===== src/sv/fetbf_pkg.sv =====
`timescale 1ns / 1ps
// Shared types, constants and a helper function of the free extent table.
package fetbf_pkg;

  localparam int unsigned MaxHoles  = 64;
  localparam int unsigned AddrBits  = 48;
  localparam int unsigned IdxW      = $clog2(MaxHoles);
  localparam int unsigned CntW      = $clog2(MaxHoles + 1);
  localparam int unsigned AlignW    = 5;
  localparam logic [AlignW-1:0] AlignReset = 5'd21;
  localparam logic [CntW-1:0]   NoPin      = CntW'(MaxHoles);

  typedef logic [AddrBits-1:0] addr_t;

  typedef enum logic [1:0] {
    CMD_INSERT = 2'd0,
    CMD_TAKE   = 2'd1,
    CMD_PURGE  = 2'd2,
    CMD_CLEAR  = 2'd3
  } cmd_e;

  typedef struct packed {
    logic [1:0] cmd;
    addr_t      base_addr;
    addr_t      length;
    addr_t      floor_addr;
  } in_item_t;

  typedef struct packed {
    addr_t           taken_addr;
    logic            took;
    logic            dropped;
    logic [CntW-1:0] hole_total;
  } out_item_t;

  typedef struct packed {
    addr_t s;
    addr_t l;
  } hole_t;

  typedef enum logic [4:0] {
    OP_NOP,
    OP_LATCH,
    OP_INS_INIT,
    OP_TK_INIT,
    OP_K0,
    OP_CLR,
    OP_KINC,
    OP_RD,
    OP_CALC,
    OP_PF_WR,
    OP_SET_DROP,
    OP_APPEND,
    OP_MG_INIT,
    OP_MG_WR,
    OP_DR_DEC,
    OP_RD_LAST,
    OP_DR_WR,
    OP_TK_EV,
    OP_RD_BEST,
    OP_TK_X1,
    OP_TK_X2,
    OP_TK_X3,
    OP_TK_X4,
    OP_HEAD_EXT,
    OP_TAIL_EXT,
    OP_TK_DONE,
    OP_DROPK,
    OP_EMIT
  } op_e;

  typedef struct packed {
    op_e op;
  } ctl_t;

  typedef struct packed {
    cmd_e cmd;
    logic k_end;
    logic k_pin;
    logic k_skip;
    logic ext_zero;
    logic full;
    logic pf_hit;
    logic mg_hit;
    logic dr_last;
    logic have;
    logic head;
    logic tail_nz;
    logic pin_valid;
    logic purge_hit;
    logic out_free;
  } stat_t;

  function automatic addr_t round_up(addr_t v, logic [AlignW-1:0] lg);
    addr_t msk;
    msk = (addr_t'(1) << lg) - addr_t'(1);
    return (v + msk) & ~msk;
  endfunction

endpackage


===== src/sv/fetbf_ctrl.sv =====
`timescale 1ns / 1ps
// Sequencer of the free extent table: walks the table operations step by step.
module fetbf_ctrl (
  input  logic            clk_i,
  input  logic            rst_ni,
  input  logic            in_valid_i,
  output logic            in_stall_o,
  input  fetbf_pkg::stat_t st_i,
  output fetbf_pkg::ctl_t  ctl_o
);

  localparam logic [4:0] S_IDLE    = 5'd0;
  localparam logic [4:0] S_DISP    = 5'd1;
  localparam logic [4:0] S_PUT     = 5'd2;
  localparam logic [4:0] S_PF_RD   = 5'd3;
  localparam logic [4:0] S_PF_D1   = 5'd4;
  localparam logic [4:0] S_PF_EV   = 5'd5;
  localparam logic [4:0] S_PF_APP  = 5'd6;
  localparam logic [4:0] S_MG      = 5'd7;
  localparam logic [4:0] S_MG_RD   = 5'd8;
  localparam logic [4:0] S_MG_D1   = 5'd9;
  localparam logic [4:0] S_MG_EV   = 5'd10;
  localparam logic [4:0] S_DR      = 5'd11;
  localparam logic [4:0] S_DR_D1   = 5'd12;
  localparam logic [4:0] S_TK_RD   = 5'd13;
  localparam logic [4:0] S_TK_D1   = 5'd14;
  localparam logic [4:0] S_TK_EV   = 5'd15;
  localparam logic [4:0] S_TK_END  = 5'd16;
  localparam logic [4:0] S_TK_X1   = 5'd17;
  localparam logic [4:0] S_TK_X2   = 5'd18;
  localparam logic [4:0] S_TK_X3   = 5'd19;
  localparam logic [4:0] S_TK_X4   = 5'd20;
  localparam logic [4:0] S_TK_HEAD = 5'd21;
  localparam logic [4:0] S_TK_TAIL = 5'd22;
  localparam logic [4:0] S_TK_DROP = 5'd23;
  localparam logic [4:0] S_PG_RD   = 5'd24;
  localparam logic [4:0] S_PG_D1   = 5'd25;
  localparam logic [4:0] S_PG_EV   = 5'd26;
  localparam logic [4:0] S_FIN     = 5'd27;

  localparam logic [1:0] R_INS  = 2'd0;
  localparam logic [1:0] R_HEAD = 2'd1;
  localparam logic [1:0] R_TAIL = 2'd2;

  localparam logic [1:0] D_MG  = 2'd0;
  localparam logic [1:0] D_PG  = 2'd1;
  localparam logic [1:0] D_FIN = 2'd2;

  logic [4:0] state_q, state_d;
  logic [1:0] pret_q, pret_d;
  logic [1:0] dret_q, dret_d;
  logic [4:0] put_next;
  logic [4:0] drop_next;

  always_comb begin
    priority if (pret_q == R_INS) begin
      put_next = S_FIN;
    end else if (pret_q == R_HEAD) begin
      put_next = S_TK_TAIL;
    end else begin
      put_next = S_TK_DROP;
    end
    priority if (dret_q == D_MG) begin
      drop_next = S_MG;
    end else if (dret_q == D_PG) begin
      drop_next = S_PG_RD;
    end else begin
      drop_next = S_FIN;
    end
  end

  always_comb begin
    state_d   = state_q;
    pret_d    = pret_q;
    dret_d    = dret_q;
    ctl_o.op  = fetbf_pkg::OP_NOP;
    unique case (state_q)
      S_IDLE: begin
        if (in_valid_i) begin
          ctl_o.op = fetbf_pkg::OP_LATCH;
          state_d  = S_DISP;
        end
      end
      S_DISP: begin
        unique case (st_i.cmd)
          fetbf_pkg::CMD_INSERT: begin
            ctl_o.op = fetbf_pkg::OP_INS_INIT;
            pret_d   = R_INS;
            state_d  = S_PUT;
          end
          fetbf_pkg::CMD_TAKE: begin
            ctl_o.op = fetbf_pkg::OP_TK_INIT;
            state_d  = S_TK_RD;
          end
          fetbf_pkg::CMD_PURGE: begin
            ctl_o.op = fetbf_pkg::OP_K0;
            state_d  = S_PG_RD;
          end
          fetbf_pkg::CMD_CLEAR: begin
            ctl_o.op = fetbf_pkg::OP_CLR;
            state_d  = S_FIN;
          end
        endcase
      end
      S_PUT: begin
        if (st_i.ext_zero) begin
          state_d = put_next;
        end else begin
          ctl_o.op = fetbf_pkg::OP_K0;
          state_d  = S_PF_RD;
        end
      end
      S_PF_RD: begin
        priority if (st_i.k_end) begin
          state_d = S_PF_APP;
        end else if (st_i.k_pin) begin
          ctl_o.op = fetbf_pkg::OP_KINC;
        end else begin
          ctl_o.op = fetbf_pkg::OP_RD;
          state_d  = S_PF_D1;
        end
      end
      S_PF_D1: begin
        ctl_o.op = fetbf_pkg::OP_CALC;
        state_d  = S_PF_EV;
      end
      S_PF_EV: begin
        if (st_i.pf_hit) begin
          ctl_o.op = fetbf_pkg::OP_PF_WR;
          state_d  = S_MG;
        end else begin
          ctl_o.op = fetbf_pkg::OP_KINC;
          state_d  = S_PF_RD;
        end
      end
      S_PF_APP: begin
        if (st_i.full) begin
          ctl_o.op = fetbf_pkg::OP_SET_DROP;
          state_d  = put_next;
        end else begin
          ctl_o.op = fetbf_pkg::OP_APPEND;
          state_d  = S_MG;
        end
      end
      S_MG: begin
        ctl_o.op = fetbf_pkg::OP_MG_INIT;
        state_d  = S_MG_RD;
      end
      S_MG_RD: begin
        priority if (st_i.k_end) begin
          state_d = put_next;
        end else if (st_i.k_skip) begin
          ctl_o.op = fetbf_pkg::OP_KINC;
        end else begin
          ctl_o.op = fetbf_pkg::OP_RD;
          state_d  = S_MG_D1;
        end
      end
      S_MG_D1: begin
        ctl_o.op = fetbf_pkg::OP_CALC;
        state_d  = S_MG_EV;
      end
      S_MG_EV: begin
        if (st_i.mg_hit) begin
          ctl_o.op = fetbf_pkg::OP_MG_WR;
          dret_d   = D_MG;
          state_d  = S_DR;
        end else begin
          ctl_o.op = fetbf_pkg::OP_KINC;
          state_d  = S_MG_RD;
        end
      end
      S_DR: begin
        if (st_i.dr_last) begin
          ctl_o.op = fetbf_pkg::OP_DR_DEC;
          state_d  = drop_next;
        end else begin
          ctl_o.op = fetbf_pkg::OP_RD_LAST;
          state_d  = S_DR_D1;
        end
      end
      S_DR_D1: begin
        ctl_o.op = fetbf_pkg::OP_DR_WR;
        state_d  = drop_next;
      end
      S_TK_RD: begin
        if (st_i.k_end) begin
          state_d = S_TK_END;
        end else begin
          ctl_o.op = fetbf_pkg::OP_RD;
          state_d  = S_TK_D1;
        end
      end
      S_TK_D1: begin
        ctl_o.op = fetbf_pkg::OP_CALC;
        state_d  = S_TK_EV;
      end
      S_TK_EV: begin
        ctl_o.op = fetbf_pkg::OP_TK_EV;
        state_d  = S_TK_RD;
      end
      S_TK_END: begin
        if (st_i.have) begin
          ctl_o.op = fetbf_pkg::OP_RD_BEST;
          state_d  = S_TK_X1;
        end else begin
          state_d = S_FIN;
        end
      end
      S_TK_X1: begin
        ctl_o.op = fetbf_pkg::OP_TK_X1;
        state_d  = S_TK_X2;
      end
      S_TK_X2: begin
        ctl_o.op = fetbf_pkg::OP_TK_X2;
        state_d  = S_TK_X3;
      end
      S_TK_X3: begin
        ctl_o.op = fetbf_pkg::OP_TK_X3;
        state_d  = S_TK_X4;
      end
      S_TK_X4: begin
        ctl_o.op = fetbf_pkg::OP_TK_X4;
        state_d  = S_TK_HEAD;
      end
      S_TK_HEAD: begin
        if (st_i.head) begin
          ctl_o.op = fetbf_pkg::OP_HEAD_EXT;
          pret_d   = R_HEAD;
          state_d  = S_PUT;
        end else begin
          state_d = S_TK_TAIL;
        end
      end
      S_TK_TAIL: begin
        if (st_i.tail_nz) begin
          ctl_o.op = fetbf_pkg::OP_TAIL_EXT;
          pret_d   = R_TAIL;
          state_d  = S_PUT;
        end else begin
          state_d = S_TK_DROP;
        end
      end
      S_TK_DROP: begin
        ctl_o.op = fetbf_pkg::OP_TK_DONE;
        dret_d   = D_FIN;
        state_d  = st_i.pin_valid ? S_DR : S_FIN;
      end
      S_PG_RD: begin
        if (st_i.k_end) begin
          state_d = S_FIN;
        end else begin
          ctl_o.op = fetbf_pkg::OP_RD;
          state_d  = S_PG_D1;
        end
      end
      S_PG_D1: begin
        ctl_o.op = fetbf_pkg::OP_CALC;
        state_d  = S_PG_EV;
      end
      S_PG_EV: begin
        if (st_i.purge_hit) begin
          ctl_o.op = fetbf_pkg::OP_DROPK;
          dret_d   = D_PG;
          state_d  = S_DR;
        end else begin
          ctl_o.op = fetbf_pkg::OP_KINC;
          state_d  = S_PG_RD;
        end
      end
      S_FIN: begin
        if (st_i.out_free) begin
          ctl_o.op = fetbf_pkg::OP_EMIT;
          state_d  = S_IDLE;
        end
      end
      default: begin
        state_d = S_IDLE;
      end
    endcase
  end

  assign in_stall_o = (state_q != S_IDLE);

  always_ff @(posedge clk_i or negedge rst_ni) begin
    if (!rst_ni) begin
      state_q <= S_IDLE;
      pret_q  <= R_INS;
      dret_q  <= D_MG;
    end else begin
      state_q <= state_d;
      pret_q  <= pret_d;
      dret_q  <= dret_d;
    end
  end

endmodule


===== config.mk =====
export PLATFORM = sky130hd
export DESIGN_NAME = fetbf_ctrl
export DESIGN_NICKNAME = d
export VERILOG_FILES = /design/src/sv/fetbf_pkg.sv /design/src/sv/fetbf_ctrl.sv
export SDC_FILE = /design/constraint.sdc
export NUM_CORES = 1
export LEC_CHECK = 0
export BUFFER_PORTS_ARGS = -buffer_cell sky130_fd_sc_hd__buf_4
export CAP_MARGIN = 5
export CORE_MARGIN = 4
export CORE_UTILIZATION = 58
export DETAILED_ROUTE_END_ITERATION = 7
export PLACE_DENSITY_LB_ADDON = 0.08
export SYNTH_ARGS = -nofsm -noshare
export SYNTH_HDL_FRONTEND = slang
export SYNTH_SLANG_ARGS = --single-unit

===== constraint.sdc =====
create_clock -name clk_i -period 2.05 [get_ports clk_i]
set_input_delay 0.1025 -clock clk_i [delete_from_list [all_inputs] [get_ports clk_i]]
set_output_delay 0.1025 -clock clk_i [all_outputs]
set_load 0.01 [all_outputs]

Yosys cells after proc, flatten, opt, wreduce, memory -nomap -nowiden
Index checks and enable logic that the tools add are counted.

Word-level logic and storage cells: 105. Input bits: 19. Bits in registers: 9.

Equality and inequality tests: 41. Reductions and logical operators: 12. Mux-type cells: 49.

Operator list (number): 5-bit case mux with 28 select lines (1); 5-bit case mux with 24 select lines (1); 5-bit two-way mux (21); 5-bit == test, second input constant (12); 5-bit by 4-bit == test with 1-bit output, second input constant (8); 5-bit case mux with 4 select lines (2); 5-bit by 3-bit == test with 1-bit output, second input constant (4); 2-bit two-way mux (8); 3-bit two-way mux (5); 2-bit != test, second input constant (7); 4-bit two-way mux (3); 2-bit case mux with 3 select lines (2); 5-bit by 2-bit == test with 1-bit output, second input constant (2); 4-bit AND reduction (2); 2-bit by 1-bit == test with 1-bit output, second input constant (3); 2-bit zero test (3); 1-bit two-way mux (6); 3-bit != test, second input constant (2); 3-bit nonzero test (2); 5-bit by 1-bit == test with 1-bit output, second input constant (1); 5-bit zero test (1); 5-bit nonzero test (1); 2-bit == test, second input constant (2); 4-bit OR reduction (1); other kinds (2) (2).

Logic depth before layout (Yosys ltp)
Word-level depth: 5. Gate-level depth with buffers: 8. Mapped depth without buffers: 7.

Least setup slack after synthesis
Ideal clock, no wire load.

Path kind: register to output. Start: register state_q[2]. End: output ctl_o[1] (netlist name). Setup slack: 0.451 ns. Cell stages (with the launch flop): 8. Arrival: 1.496 ns. Path through: dfrtp_1 > buf_6 > buf_6 > buf_2 > nand2_1 > a21oi_1 > a2111oi_2 > o211ai_1.

RTL lines: from (decl) (RTL line fetbf_ctrl.sv:49) `logic [4:0] state_q, state_d;`; from (signal assigned) (RTL line fetbf_ctrl.sv:291) `state_q <= state_d;`; to (decl) (RTL line fetbf_ctrl.sv:9) `output fetbf_pkg::ctl_t ctl_o`.

Worst setup path in the final report
Start: register state_q[1]. End: register state_q[0].

Word-level cells in the longest chain between the ends: 3. Elaborated cells on any way between the ends: 34. Those cells by class: 31 x eq/ne; 1 x mux; 2 x reduce/logical.

Ends and longest elaborated chain: 5-bit by 2-bit == test with 1-bit output, or another cell as far along (RTL line fetbf_ctrl.sv:77) `unique case (state_q)`; 3-bit != test (no source line) or 2-bit != test (tied branches); 4-bit AND reduction (no source line).

Parallel ways exist; a longest one is shown, timed or not. A chain may end at the register's enable or synchronous reset.

==> flow_metrics.py <==
metrics = {
    "timing": {
        "finalHoldViolCount": 0,
        "layout_min_cycle_time_ns": 2.14,
        "final-setup-viol-count": 4,
        "max_slew_margin_pct": 52.5,
        "fmax_mhz": 467,
        "slew_viol_final": 0,
        "period_share_pct": 104,
        "rsz0062_at_grt": "true",
        "layout_setup_ws_ns": -0.0921,
        "worstMarginPinSlew_ns": 0.695,
        "finalSetupTns_ns": -0.238,
        "skew_ns": 0.00817,
    },
    "synth": {
        "synth.net_count": 260,
        "yosysSeqAreaShare_pct": 13.0,
        "yosys.area.top_type": "dfrtp_1",
        "synthCells": 236,
        "syn-cell-area_sq_um": 1730,
        "synthTopCellsByArea": "dfrtp_1, a21oi_1, nor2_1, buf_6, nand3_1",
        "synth.avg_cell_area_sq_um": 7.32,
        "async_flop_share_pct": 100,
        "ys.flop_type": "dfrtp_1",
        "synth_edf_count": 0,
        "yosysMostFrequentCell": "nor2_1",
        "ys_warn_count": 0,
        "synth-seq-cells": 9,
        "yosysTopAreaCellShare_pct": 13.0,
        "synth_common_cells": "nor2_1, a21oi_1, nand2_1, nand3_1, o21ai_0",
        "synth_cell_types": 69,
    },
    "clocking": {
        "clk-insertion-delay-late_ns": 0.28,
        "htree_levels": 1,
        "tritoncts": "yes",
        "cts_made_buffers": 3,
        "cts-root-buf": "clkbuf_4",
        "path_clk_slew_ns": 0.07,
        "clk_path_buf_depth": 2,
        "cts_sinks": 9,
    },
    "pwr": {
        "p_per_area_nw_per_um2": 1680,
        "p_leak_nw": 0.989,
        "ir_drop_v": 0.00112,
    },
    "run": {
        "cap_viol_max_count": 0,
    },
    "final_layout": {
        "multiInputGateArea_sq_um": 1430,
        "final_area_sq_um": 2290,
        "fillerInstances": 178,
        "antenna_cells": 0,
        "seq_area_sq_um": 230,
        "layout-drive-gt1-share_pct": 38.9,
        "finish.net_count": 305,
        "area_delta_synth_final_pct": 32.7,
    },
    "setup_path": {
        "crit_top_cell": "buf_4",
        "slowest_delay_ns": 0.57,
        "start_kind": "register",
        "cp_num_buf_inv": 2,
        "cp.required_ns": 2.21,
        "crit_slowest_cell": "a2111oi_0",
        "path_cells": "buf_4, buf_4, nand3b_1, a211oi_1, a2111oi_0, and4_1, o21bai_2",
        "worstSetupPathType": "register to register",
        "critPathTopFamily": "compound AO/OA/AOI/OAI gates",
        "end_kind": "register",
        "worst_ep_arrival_time_ns": 2.30,
        "crit_fanout": 12,
    },
    "placement": {
        "place_area_sq_um": 1940,
        "portBuffers": 24,
        "gp_congestion": 1.05,
        "post-dp-hpwl_mm": 4.69,
    },
    "outcome": {
        "status": "finished, violations left",
        "violations": "negative setup slack",
    },
    "route": {
        "via_per_inst": 7.76,
        "ant_nets": 0,
        "wl_met2_mm": 3.12,
        "wl_met1_mm": 2.72,
        "drc": 0,
        "wl_met3_microns": 977,
        "drt-initial-drc-count": 505,
        "highest_layer": "met4",
        "drt-total-wl_mm": 7.54,
        "vias": 2414,
        "drtPass1Iterations": 6,
        "wl_per_cell_microns": 24.2,
    },
    "floorplanning": {
        "io_pins": 25,
        "rows": 19,
        "die_w_microns": 62.6,
        "core_area_sq_um": 2810,
        "die_y_microns": 62.6,
        "start_util_pct": 61.6,
        "fp.dieArea_sq_um": 3920,
    },
    "global_routing": {
        "grt_start_max_net_pins": 21,
        "grt_pass1_vias": 2146,
        "antenna_found_initial": 0,
        "grt_pass1_wl_mm": 10.9,
        "grt_overflow": 0,
        "gr-usage-all-layers_pct": 35.2,
    },
    "min_path": {
        "hold_class": "input pin to asynchronous set/reset pin",
    },
}
==> layer usage <==
| layer | up-vias | GRT usage [%] |
|---|---|---|
| met5 | - | 0 |
| met4 | 0 | 19.3 |
| met3 | 85 | 8.99 |
| met2 | 279 | 55.7 |
| met1 | 1077 | 43.5 |
| li1 | 973 | - |
==> cell usage in the layout, fill, tap and decap left out, types with 5 or more instances in the layout <==
master,instances
dfrtp_1,5
a21oi_1,17
ha_1,5
o21ai_0,12
nor2_1,24
buf_6,5
buf_4,52
nand2_1,16
nor3_1,5
nand3_1,13
inv_1,10
==> repair_timing <==
| item | 4_1_cts | 5_1_grt |
|---|---|---|
| endpoints found under the hold margin | 9 | 0 |
| hold buffers | 1 | 0 |
| resized for setup | 17 | 23 |
| cloned | 2 | 0 |
| buffers inserted | 11 | 5 |
| pin swaps | 4 | 3 |
| setup endpoints to repair | 4 | 6 |
==> cells by family (layout without fill, tap and decap cells) <==
family,count (synthesis),in the layout,synth area share (%)
muxes,3,3,1.88
buffers and inverters,33,77,12.5
adders and majority gates,5,5,3.62
DFF,9,9,13.0
AOI/OAI and AO/OA,78,78,32.8
and+or+nand+nor,108,108,36.2
==> power by group <==
group          internal (mW)  switching (mW)
clock network         0.0725          0.0767
registers              0.270           0.132
logic                   1.43            1.86
==> final timing paths <==
path                       cells after the start  slack, ns         end        from
min                                            2       0.19  state_q[4]      rst_ni
max                                            7      -0.09  state_q[0]  state_q[1]
max in group asynchronous                      2       1.71  state_q[0]      rst_ni
min reg2reg                                    2       0.60   dret_q[1]   dret_q[1]
min in group clk_i                             3       0.21   dret_q[0]     st_i[1]
max reg2reg                                    7      -0.09  state_q[0]  state_q[1]
==> registers in the layout, indices dropped and copies added (netlist names) <==
signal,flops
state_q,5
dret_q,2
pret_q,2
==> per-stage QoR <==
stage	setup WS (ns)	util, %	hold WS, ns	cells	power [mW]
floorplan	0.451	-	-0.193	236	2.21
global placement	0.108	69.3	-0.0740	290	2.89
detailed placement	0.0530	69.3	-0.0700	290	2.92
CTS	-0.00742	77.5	0.165	308	3.38
global route	-0.116	81.8	0.208	311	3.99
finish	-0.0921	81.8	0.186	311	3.84
==> final cells by class <==
class	count	area share, %
well taps	31	1.69
repair buffers	62	23.1
flip-flops and latches	9	10.0
multi-input cells	194	62.2
clock inverters	1	0.218
clock buffers	3	0.982
inverters	11	1.80
No activity file was read; power rests on OpenSTA's default activity.
